$ cat config.mk
export PLATFORM = sky130hd
export DESIGN_NAME = sidechain_ducker_core_flat
export DESIGN_NICKNAME = d
export VERILOG_FILES = /design/src/hw/rtl/sdk_pkg.sv /design/src/hw/rtl/sdk_in_if.sv /design/src/hw/rtl/sdk_out_if.sv /design/src/hw/rtl/sdk_serial_mul.sv /design/src/hw/rtl/sidechain_ducker_core.sv /design/src/flat_wrapper.sv
export SDC_FILE = /design/constraint.sdc
export NUM_CORES = 2
export LEC_CHECK = 0
export BUFFER_PORTS_ARGS = -buffer_cell sky130_fd_sc_hd__buf_2
export CORE_MARGIN = 2
export CORE_UTILIZATION = 65
export CTS_BUF_LIST = sky130_fd_sc_hd__clkbuf_2
export DETAILED_ROUTE_END_ITERATION = 8
export GPL_TIMING_DRIVEN = 0
export PLACE_DENSITY = 0.83
export SETUP_SLACK_MARGIN = 0.05
export SLEW_MARGIN = 40
export SYNTH_ARGS = -nofsm -noshare
export SYNTH_HDL_FRONTEND = slang
export SYNTH_SLANG_ARGS = --single-unit
$ cat constraint.sdc
create_clock -name i_clk -period 8.4 [get_ports i_clk]
set_input_delay 0 -clock i_clk [delete_from_list [all_inputs] [get_ports i_clk]]
set_output_delay 0 -clock i_clk [all_outputs]
set_load 0.005 [all_outputs]
$ cat src/hw/rtl/sdk_pkg.sv
// Shared widths, constants and types for the sidechain ducker.
// No dependencies; every other file in hw/rtl imports this package.
`default_nettype none

package sdk_pkg;

    // Field widths
    localparam int SAMPLE_W   = 18;
    localparam int AMOUNT_W   = 18;
    localparam int COEF_W     = 25;
    localparam int LEVEL_W    = 42;
    localparam int FRAC_W     = 24;
    localparam int GAIN_W     = 17;

    // Digit-serial multiplier geometry
    localparam int DIGIT_W    = 4;
    localparam int MUL_A_W    = 44;
    localparam int MUL_B_W    = 28;
    localparam int MUL_SUM_W  = MUL_A_W + DIGIT_W;
    localparam int MUL_P_W    = MUL_A_W + MUL_B_W;
    localparam int MUL_DIGITS = MUL_B_W / DIGIT_W;
    localparam int MUL_CNT_W  = 3;

    // Configuration port
    localparam int CFG_IDX_W  = 1;
    localparam int CFG_DATA_W = 25;

    localparam logic [CFG_IDX_W-1:0] CFG_DUCK_AMOUNT = 1'd0;
    localparam logic [CFG_IDX_W-1:0] CFG_DECAY_COEF  = 1'd1;

    // Reset values and limits
    localparam logic [AMOUNT_W-1:0] AMOUNT_RST = 18'd65536;
    localparam logic [AMOUNT_W-1:0] AMOUNT_MAX = 18'd131072;
    localparam logic [COEF_W-1:0]   COEF_RST   = 25'd699;
    localparam logic [COEF_W-1:0]   COEF_ONE   = 25'd16777216;
    localparam logic [GAIN_W-1:0]   GAIN_ONE   = 17'd65536;

    // Frame sequencer
    typedef enum logic [2:0] {
        ST_IDLE,
        ST_DECAY,
        ST_DECAY_WAIT,
        ST_GAIN,
        ST_GAIN_WAIT,
        ST_FADE,
        ST_FADE_WAIT,
        ST_HOLD
    } t_state;

endpackage

`default_nettype wire

$ cat src/hw/rtl/sdk_in_if.sv
// Input channel: one stereo frame of over and under samples per transaction.
// Depends on sdk_pkg for the sample width.
`default_nettype none

interface sdk_in_if import sdk_pkg::*; ();
    logic                       valid;
    logic                       ready;
    logic signed [SAMPLE_W-1:0] over_left;
    logic signed [SAMPLE_W-1:0] over_right;
    logic signed [SAMPLE_W-1:0] under_left;
    logic signed [SAMPLE_W-1:0] under_right;

    modport source (output valid, output over_left, output over_right,
                    output under_left, output under_right, input ready);
    modport sink   (input valid, input over_left, input over_right,
                    input under_left, input under_right, output ready);
endinterface

`default_nettype wire

$ cat src/hw/rtl/sdk_out_if.sv
// Output channel: one ducked stereo frame per transaction.
// Depends on sdk_pkg for the sample width.
`default_nettype none

interface sdk_out_if import sdk_pkg::*; ();
    logic                       valid;
    logic                       ready;
    logic signed [SAMPLE_W-1:0] out_left;
    logic signed [SAMPLE_W-1:0] out_right;

    modport source (output valid, output out_left, output out_right, input ready);
    modport sink   (input valid, input out_left, input out_right, output ready);
endinterface

`default_nettype wire

$ cat src/hw/rtl/sdk_serial_mul.sv
// Digit-serial multiplier: signed multiplicand times unsigned multiplier,
// one 4-bit digit of the multiplier per cycle. Depends on sdk_pkg.
`default_nettype none

module sdk_serial_mul import sdk_pkg::*; (
    input  logic                      i_clk,
    input  logic                      i_rst_n,
    input  logic                      i_start,
    input  logic signed [MUL_A_W-1:0] i_a,
    input  logic        [MUL_B_W-1:0] i_b,
    output logic                      o_done,
    output logic        [MUL_P_W-1:0] o_product
);

    logic signed [MUL_A_W-1:0]   r_a;
    logic        [MUL_B_W-1:0]   r_b;
    logic signed [MUL_A_W-1:0]   r_acc;
    logic        [MUL_B_W-1:0]   r_low;
    logic        [MUL_CNT_W-1:0] r_cnt, n_cnt;
    logic                        r_busy, n_busy;
    logic                        r_done, n_done;

    logic signed [DIGIT_W:0]     w_dig;
    logic signed [MUL_SUM_W-1:0] w_part;
    logic signed [MUL_SUM_W-1:0] w_sum;

    // Partial product of the lowest remaining digit, added to the running sum
    assign w_dig  = $signed({1'b0, r_b[DIGIT_W-1:0]});
    assign w_part = MUL_SUM_W'(r_a) * MUL_SUM_W'(w_dig);
    assign w_sum  = MUL_SUM_W'(r_acc) + w_part;

    // Digit counter and completion flag
    always_comb begin
        n_busy = r_busy;
        n_cnt  = r_cnt;
        n_done = 1'b0;
        if (i_start) begin
            n_busy = 1'b1;
            n_cnt  = MUL_CNT_W'(MUL_DIGITS);
        end else if (r_busy) begin
            n_cnt = r_cnt - 1'b1;
            if (r_cnt == MUL_CNT_W'(1)) begin
                n_busy = 1'b0;
                n_done = 1'b1;
            end
        end
    end

    always_ff @(posedge i_clk) begin
        if (!i_rst_n) begin
            r_busy <= 1'b0;
            r_done <= 1'b0;
            r_cnt  <= '0;
        end else begin
            r_busy <= n_busy;
            r_done <= n_done;
            r_cnt  <= n_cnt;
        end
    end

    // Load operands, then shift one digit per cycle: the high part stays in
    // r_acc, finished low bits drop into r_low from the top
    always_ff @(posedge i_clk) begin
        if (i_start) begin
            r_a   <= i_a;
            r_b   <= i_b;
            r_acc <= '0;
            r_low <= '0;
        end else if (r_busy) begin
            r_b   <= r_b >> DIGIT_W;
            r_acc <= w_sum[MUL_SUM_W-1:DIGIT_W];
            r_low <= {w_sum[DIGIT_W-1:0], r_low[MUL_B_W-1:DIGIT_W]};
        end
    end

    assign o_done    = r_done;
    assign o_product = {r_acc, r_low};

endmodule

`default_nettype wire

$ cat src/hw/rtl/sidechain_ducker_core.sv
// Stereo sidechain ducker with a peak envelope follower.
// A new frame is accepted only in the idle state, once the previous frame's
// result has been taken into the output register. Three passes of the 7-digit
// serial multipliers (decay, gain, crossfade) run in series for each frame.
// Reset (synchronous, active low) clears the envelope, the sequencer and the
// output valid flag, and loads the default amount and decay coefficient.
// Depends on sdk_pkg, sdk_in_if, sdk_out_if and sdk_serial_mul.
`default_nettype none

module sidechain_ducker_core import sdk_pkg::*; (
    input  logic                  i_clk,
    input  logic                  i_rst_n,
    input  logic                  i_cfg_we,
    input  logic [CFG_IDX_W-1:0]  i_cfg_idx,
    input  logic [CFG_DATA_W-1:0] i_cfg_data,
    sdk_in_if.sink                i_in,
    sdk_out_if.source             o_out
);

    t_state r_state, n_state;

    logic [AMOUNT_W-1:0] r_amount;
    logic [COEF_W-1:0]   r_coef;

    logic signed [SAMPLE_W-1:0] r_ol, r_or, r_ul, r_ur;
    logic [LEVEL_W-1:0]         r_level;
    logic [LEVEL_W-1:0]         r_peakq;
    logic                       r_snap;
    logic [GAIN_W-1:0]          r_g;

    logic                       r_out_valid;
    logic signed [SAMPLE_W-1:0] r_out_left, r_out_right;

    // Sequencer outputs
    logic w_in_ready, w_start0, w_start1, w_peak_we, w_level_we, w_gain_we, w_out_we;
    logic w_out_free;

    // Multiplier ports
    logic signed [MUL_A_W-1:0] w_a0, w_a1;
    logic        [MUL_B_W-1:0] w_b0, w_b1;
    logic                      w_done0, w_done1;
    logic        [MUL_P_W-1:0] w_p0, w_p1;

    // Datapath helpers
    logic [SAMPLE_W-1:0]        w_mag_l, w_mag_r, w_peak;
    logic [LEVEL_W-1:0]         w_peakq;
    logic signed [MUL_A_W-1:0]  w_diff;
    logic [AMOUNT_W-1:0]        w_amt;
    logic [COEF_W-1:0]          w_coef;
    logic [GAIN_W-1:0]          w_f;
    logic [GAIN_W-1:0]          w_g;
    logic signed [SAMPLE_W:0]   w_dl, w_dr;

    // Configuration writes
    always_ff @(posedge i_clk) begin
        if (!i_rst_n) begin
            r_amount <= AMOUNT_RST;
            r_coef   <= COEF_RST;
        end else if (i_cfg_we) begin
            unique case (i_cfg_idx)
                CFG_DUCK_AMOUNT: r_amount <= i_cfg_data[AMOUNT_W-1:0];
                CFG_DECAY_COEF:  r_coef   <= i_cfg_data[COEF_W-1:0];
                default: ;
            endcase
        end
    end

    // Clamp amount to 2.0 and coefficient to 1.0
    assign w_amt  = (r_amount > AMOUNT_MAX) ? AMOUNT_MAX : r_amount;
    assign w_coef = (r_coef > COEF_ONE) ? COEF_ONE : r_coef;

    // Peak of the sidechain pair, exact for the most negative sample
    assign w_mag_l = r_ol[SAMPLE_W-1] ? SAMPLE_W'(-r_ol) : SAMPLE_W'(r_ol);
    assign w_mag_r = r_or[SAMPLE_W-1] ? SAMPLE_W'(-r_or) : SAMPLE_W'(r_or);
    assign w_peak  = (w_mag_l > w_mag_r) ? w_mag_l : w_mag_r;
    assign w_peakq = {w_peak, FRAC_W'(0)};
    assign w_diff  = $signed({2'b00, r_level}) - $signed({2'b00, w_peakq});

    // Follower value, Q16, clamped to one
    assign w_f = (r_level[LEVEL_W-1:FRAC_W] > SAMPLE_W'(GAIN_ONE)) ? GAIN_ONE
               : r_level[FRAC_W+GAIN_W-1:FRAC_W];

    // Gain from f * amount^2 / 2^32, clamped to one
    assign w_g = (w_p0[MUL_P_W-1:32] > (MUL_P_W-32)'(GAIN_ONE)) ? GAIN_ONE
               : w_p0[32+GAIN_W-1:32];

    // Crossfade spans
    assign w_dl = $signed({r_ol[SAMPLE_W-1], r_ol}) - $signed({r_ul[SAMPLE_W-1], r_ul});
    assign w_dr = $signed({r_or[SAMPLE_W-1], r_or}) - $signed({r_ur[SAMPLE_W-1], r_ur});

    // Operand select for the two multipliers by phase
    always_comb begin
        w_a0 = MUL_A_W'(w_dl);
        w_b0 = MUL_B_W'(r_g);
        w_a1 = MUL_A_W'(w_dr);
        w_b1 = MUL_B_W'(r_g);
        case (r_state)
            ST_DECAY: begin
                w_a0 = w_diff;
                w_b0 = MUL_B_W'(w_coef);
                w_a1 = $signed(MUL_A_W'(w_amt));
                w_b1 = MUL_B_W'(w_amt);
            end
            ST_GAIN: begin
                w_a0 = $signed(MUL_A_W'(w_p1[2*AMOUNT_W-1:0]));
                w_b0 = MUL_B_W'(w_f);
            end
            default: ;
        endcase
    end

    sdk_serial_mul u_mul0 (
        .i_clk     (i_clk),
        .i_rst_n   (i_rst_n),
        .i_start   (w_start0),
        .i_a       (w_a0),
        .i_b       (w_b0),
        .o_done    (w_done0),
        .o_product (w_p0)
    );

    sdk_serial_mul u_mul1 (
        .i_clk     (i_clk),
        .i_rst_n   (i_rst_n),
        .i_start   (w_start1),
        .i_a       (w_a1),
        .i_b       (w_b1),
        .o_done    (w_done1),
        .o_product (w_p1)
    );

    assign w_out_free = !r_out_valid || o_out.ready;

    // Next state
    always_comb begin
        n_state = r_state;
        unique case (r_state)
            ST_IDLE:       if (i_in.valid) n_state = ST_DECAY;
            ST_DECAY:      n_state = ST_DECAY_WAIT;
            ST_DECAY_WAIT: if (w_done0 && w_done1) n_state = ST_GAIN;
            ST_GAIN:       n_state = ST_GAIN_WAIT;
            ST_GAIN_WAIT:  if (w_done0) n_state = ST_FADE;
            ST_FADE:       n_state = ST_FADE_WAIT;
            ST_FADE_WAIT: begin
                if (w_done0 && w_done1) n_state = w_out_free ? ST_IDLE : ST_HOLD;
            end
            ST_HOLD:       if (w_out_free) n_state = ST_IDLE;
            default:       n_state = ST_IDLE;
        endcase
    end

    // Sequencer outputs
    always_comb begin
        w_in_ready = 1'b0;
        w_start0   = 1'b0;
        w_start1   = 1'b0;
        w_peak_we  = 1'b0;
        w_level_we = 1'b0;
        w_gain_we  = 1'b0;
        w_out_we   = 1'b0;
        unique case (r_state)
            ST_IDLE:       w_in_ready = 1'b1;
            ST_DECAY: begin
                w_start0  = 1'b1;
                w_start1  = 1'b1;
                w_peak_we = 1'b1;
            end
            ST_DECAY_WAIT: w_level_we = w_done0 && w_done1;
            ST_GAIN:       w_start0 = 1'b1;
            ST_GAIN_WAIT:  w_gain_we = w_done0;
            ST_FADE: begin
                w_start0 = 1'b1;
                w_start1 = 1'b1;
            end
            ST_FADE_WAIT:  w_out_we = w_done0 && w_done1 && w_out_free;
            ST_HOLD:       w_out_we = w_out_free;
            default: ;
        endcase
    end

    always_ff @(posedge i_clk) begin
        if (!i_rst_n) begin
            r_state     <= ST_IDLE;
            r_level     <= '0;
            r_out_valid <= 1'b0;
        end else begin
            r_state <= n_state;
            // Jump to the peak, or decay by floor(diff * coef / 2^24)
            if (w_level_we) begin
                r_level <= r_snap ? r_peakq
                         : r_level - w_p0[FRAC_W+LEVEL_W-1:FRAC_W];
            end
            if (w_out_we) begin
                r_out_valid <= 1'b1;
            end else if (o_out.ready) begin
                r_out_valid <= 1'b0;
            end
        end
    end

    // Frame capture and per-frame intermediates
    always_ff @(posedge i_clk) begin
        if (w_in_ready && i_in.valid) begin
            r_ol <= i_in.over_left;
            r_or <= i_in.over_right;
            r_ul <= i_in.under_left;
            r_ur <= i_in.under_right;
        end
        if (w_peak_we) begin
            r_peakq <= w_peakq;
            r_snap  <= (w_peakq >= r_level);
        end
        if (w_gain_we) begin
            r_g <= w_g;
        end
        // under + floor(span * gain / 2^16), taken modulo the sample width
        if (w_out_we) begin
            r_out_left  <= r_ul + $signed(w_p0[16+SAMPLE_W-1:16]);
            r_out_right <= r_ur + $signed(w_p1[16+SAMPLE_W-1:16]);
        end
    end

    assign i_in.ready      = w_in_ready;
    assign o_out.valid     = r_out_valid;
    assign o_out.out_left  = r_out_left;
    assign o_out.out_right = r_out_right;

endmodule

`default_nettype wire
$ cat src/flat_wrapper.sv
// flat-port wrapper written by rule: the top's interface ports become plain ports
module sidechain_ducker_core_flat import sdk_pkg::*;
  (i_clk, i_rst_n, i_cfg_we, i_cfg_idx, i_cfg_data, i_in_valid, i_in_over_left, i_in_over_right, i_in_under_left, i_in_under_right, i_in_ready, o_out_valid, o_out_out_left, o_out_out_right, o_out_ready);
  sdk_in_if i_in_i ();
  sdk_out_if o_out_i ();
  input  logic i_clk;
  input  logic i_rst_n;
  input  logic i_cfg_we;
  input  logic [CFG_IDX_W-1:0] i_cfg_idx;
  input  logic [CFG_DATA_W-1:0] i_cfg_data;
  input wire logic [$bits(i_in_i.valid)-1:0] i_in_valid;
  input wire logic [$bits(i_in_i.over_left)-1:0] i_in_over_left;
  input wire logic [$bits(i_in_i.over_right)-1:0] i_in_over_right;
  input wire logic [$bits(i_in_i.under_left)-1:0] i_in_under_left;
  input wire logic [$bits(i_in_i.under_right)-1:0] i_in_under_right;
  output wire logic [$bits(i_in_i.ready)-1:0] i_in_ready;
  output wire logic [$bits(o_out_i.valid)-1:0] o_out_valid;
  output wire logic [$bits(o_out_i.out_left)-1:0] o_out_out_left;
  output wire logic [$bits(o_out_i.out_right)-1:0] o_out_out_right;
  input wire logic [$bits(o_out_i.ready)-1:0] o_out_ready;
  assign i_in_i.valid = i_in_valid;
  assign i_in_i.over_left = i_in_over_left;
  assign i_in_i.over_right = i_in_over_right;
  assign i_in_i.under_left = i_in_under_left;
  assign i_in_i.under_right = i_in_under_right;
  assign i_in_ready = i_in_i.ready;
  assign o_out_valid = o_out_i.valid;
  assign o_out_out_left = o_out_i.out_left;
  assign o_out_out_right = o_out_i.out_right;
  assign o_out_i.ready = o_out_ready;
  sidechain_ducker_core u_core (.i_clk(i_clk), .i_rst_n(i_rst_n), .i_cfg_we(i_cfg_we), .i_cfg_idx(i_cfg_idx), .i_cfg_data(i_cfg_data), .i_in(i_in_i), .o_out(o_out_i));
endmodule
==> results.yml <==
outcome:
  status: "finished, violations left"
  violations: "DRC"
cts:
  clk_pin_slew_worst_paths_ps: 170
  htreeDepth: 3
  worstSkewPairLatency_ps: 1370
  clockRootBuffer: "clkbuf_2"
  cts_made_buffers: 121
  cts.sinks: 473
  cts_buffer_depth: 3
  cts_tree: "built"
worst_setup_path:
  critical_path_class: "register to register"
  r2r_end: "u_core.u_mul0.r_a[42]$_DFFE_PN_"
  worstRegToRegCells: 27
  arrival_ps: 9360
  max_stage_delay_ps: 670
  worstSetupStartpointType: "register"
  slowest_stage: "or4_1"
  cp_max_fo: 10
  critical-path-top-delay-family: "compound AO/OA/AOI/OAI gates"
  cp.required_ps: 9390
  reg2reg_slack_ps: 30
  crit_top_cell: "o21ai_0"
  end_kind: "register"
  path_buf_inv: 2
  r2r_start: "u_core.r_ol[5]$_DFFE_PP_"
die:
  die_h_um: 242
  ios: 141
  die_x_um: 242
  rows: 87
  die_area_mm2: 0.0588
  start_util_pct: 65.7
  core_area_mm2: 0.0563
pwr:
  seq_power_share_pct: 19.2
  switching_power_mw: 9.14
  p_leak_nw: 19.2
  vdd_drop_max_mv: 0.334
  pwr-share-comb_pct: 70.5
  powerDensity_mw_per_mm2: 416
  p_sw_share_pct: 50.9
  clockPowerShare_pct: 10.3
  total_power_mw: 18.0
  p_int_mw: 8.82
drt:
  drt_iter0_markers: 4437
  via_count: 34300
  dr.pass1.iters: 9
  via_per_inst: 6.52
  wire_per_inst_um: 24.8
  drt-total-wl_mm: 131
  drc: 240
  ant_nets: 0
synth:
  synth_cell_types: 82
  postSynth.asyncResetShare_pct: 0
  ys.flop_type: "edfxtp_1"
  netlist_area_mm2: 0.0370
  yosysSeqAreaShare_pct: 32.4
  syn_inst: 3810
  synth-edff-count: 249
  ys_seq_elements: 473
  avgSynthCellArea_um2: 9.70
  yosysWarnings: 0
  synth_nets: 4479
layout:
  final_nets: 5066
  mostFrequentLayoutCell: "ha_1"
  final-seq-area_mm2: 0.0120
  syn_to_final_growth_pct: 16.9
  drive_gt1_share_pct: 9.32
  fillers: 3704
  multi_input_area_mm2: 0.0236
  fin_util_pct: 76.7
  mostFrequentLayoutCells: "332 x ha_1, 307 x dlygate4sd3_1, 296 x nand2_1"
global_route:
  grt_max_degree: 47
  grt_pass1_wl_mm: 198
  grt.total_usage_pct: 43.8
  grt_most_used_layer: "met2"
  met3_usage_pct: 13.7
  met2_usage_pct: 66.0
  grt_overflow: 0
  grt_pass1_vias: 34200
  grt_antenna_before_repair: 14
  use_met1_pct: 55.2
timing:
  fin_crit_sh_pct: 99.7
  hold_viol_final: 0
  worst_pin_slew_ps: 935
  fin_skew_ps: 188
  maxSlewViolCount: 0
  layout_min_cycle_time_ps: 8370
  setup_viol: 0
  slew_headroom_pct: 37.7
  max_freq_mhz: 119
flow_run:
  max-cap-violations: 0
min_path:
  min_to: "u_core.r_coef[3]$_SDFFE_PN1P_"
  hold_depth: 5
  hp-class: "primary input to register"
  min_from: "i_cfg_data[3]"
placed_design:
  hpwl_mm: 85.7
  gp_congestion: 1.04
  portBuffers: 139
==> cell type report <==
| class | instances | area share (%) |
|---|---|---|
| inverters | 238 | 2.07 |
| clock inverters | 64 | 0.837 |
| diodes | 7 | 0.0406 |
| clock buffers | 168 | 1.95 |
| plain buffers | 142 | 1.36 |
| flip-flops and latches | 473 | 27.7 |
| repair buffers | 464 | 9.25 |
| multi-input cells | 2957 | 54.6 |
| well taps | 756 | 2.19 |
==> timing repair <==
item	in CTS	in global routing
gates resized for setup	0	4
setup buffers	0	8
setup endpoints to repair	0	5
hold endpoints to repair	269	0
hold buffers	307	0
==> routing by layer <==
layer,up-vias,share of wire [%]
met3,798,13
met5,-,0.059
met2,2702,43
met1,16100,36
li1,14700,-
met4,12,7.5
==> logic make-up (layout without fill, tap and decap cells) <==
family,count (synthesis),after routing,synth area share (%)
compound gates,842,842,14.6
xor+xnor,206,206,4.90
fa+ha+maj,566,566,23.9
buf+inv,380,1076,3.97
flops,473,473,32.4
mux,138,138,3.92
other cells,0,7,0
simple gates,1205,1205,16.3
==> worst min-delay path, delay by kind of cell <==
family / cells / cell delay, ps
buffers and inverters: 3 / 1220
AND/OR/NAND/NOR: 2 / 140
==> how the worst max path moves through the flow <==
stage / slack [ps] / to / start / depth (start not counted)
detailed placement: 450 / u_core.u_mul0.r_a[42]$_DFFE_PN_ / u_core.r_ol[5]$_DFFE_PP_ / 27
global placement: 520 / u_core.u_mul0.r_a[42]$_DFFE_PN_ / u_core.r_ol[5]$_DFFE_PP_ / 27
finish: 30 / u_core.u_mul0.r_a[42]$_DFFE_PN_ / u_core.r_ol[5]$_DFFE_PP_ / 27
CTS: 360 / u_core.u_mul0.r_a[42]$_DFFE_PN_ / u_core.r_ol[5]$_DFFE_PP_ / 27
floorplan: 1690 / u_core.u_mul0.r_a[42]$_DFFE_PN_ / u_core.r_ol[5]$_DFFE_PP_ / 27
global route: -120 / u_core.u_mul0.r_a[42]$_DFFE_PN_ / u_core.r_ol[5]$_DFFE_PP_ / 27
==> state kept, by name, summed over array words and instances, names as in the netlist, 19 cells and up <==
| register | count |
|---|---|
| u_core.u_mul0.r_b | 25 |
| u_core.r_level | 42 |
| u_core.u_mul0.r_acc | 44 |
| u_core.u_mul1.r_low | 28 |
| u_core.r_coef | 25 |
| u_core.u_mul1.r_acc | 41 |
| u_core.u_mul0.r_a | 43 |
| u_core.u_mul1.r_a | 19 |
==> power by group through the flow <==
stage	Combinational [mW]	Clock (mW)	Sequential, mW
floorplan	9.27	0	3.23
global placement	11.6	0	3.45
detailed placement	11.8	0	3.45
CTS	12.1	1.76	3.40
global route	14.0	1.94	3.46
finish	12.7	1.85	3.45
==> synth_stat cells, types with 53 or more instances <==
library cell / count / area, um^2
nor2_1: 286 / 1070
fa_1: 234 / 4680
a21oi_1: 255 / 1280
nand2_1: 296 / 1110
xor2_1: 86 / 753
o21ai_0: 172 / 861
nor4_1: 53 / 332
and2_1: 257 / 1610
edfxtp_1: 249 / 7480
inv_1: 234 / 878
a21o_1: 105 / 788
clkbuf_1: 126 / 473
dfxtp_1: 224 / 4480
ha_1: 332 / 4150
xnor2_1: 119 / 1040
mux2i_1: 120 / 1200
nand3_1: 71 / 355
==> per-stage QoR <==
stage	std cells	setup slack (ps)	area (um^2)	hold WS [ps]	TNS (ps)
after global routing	5264	-116	43200	142	-225
after floorplan	3810	1690	37000	98.9	0
final	5269	25.7	43200	144	0
after detailed placement	4715	449	38800	178	0
after CTS	5254	355	43100	97.0	0
after global placement	4705	518	38600	176	0
Power figures use the tool's default switching activity.
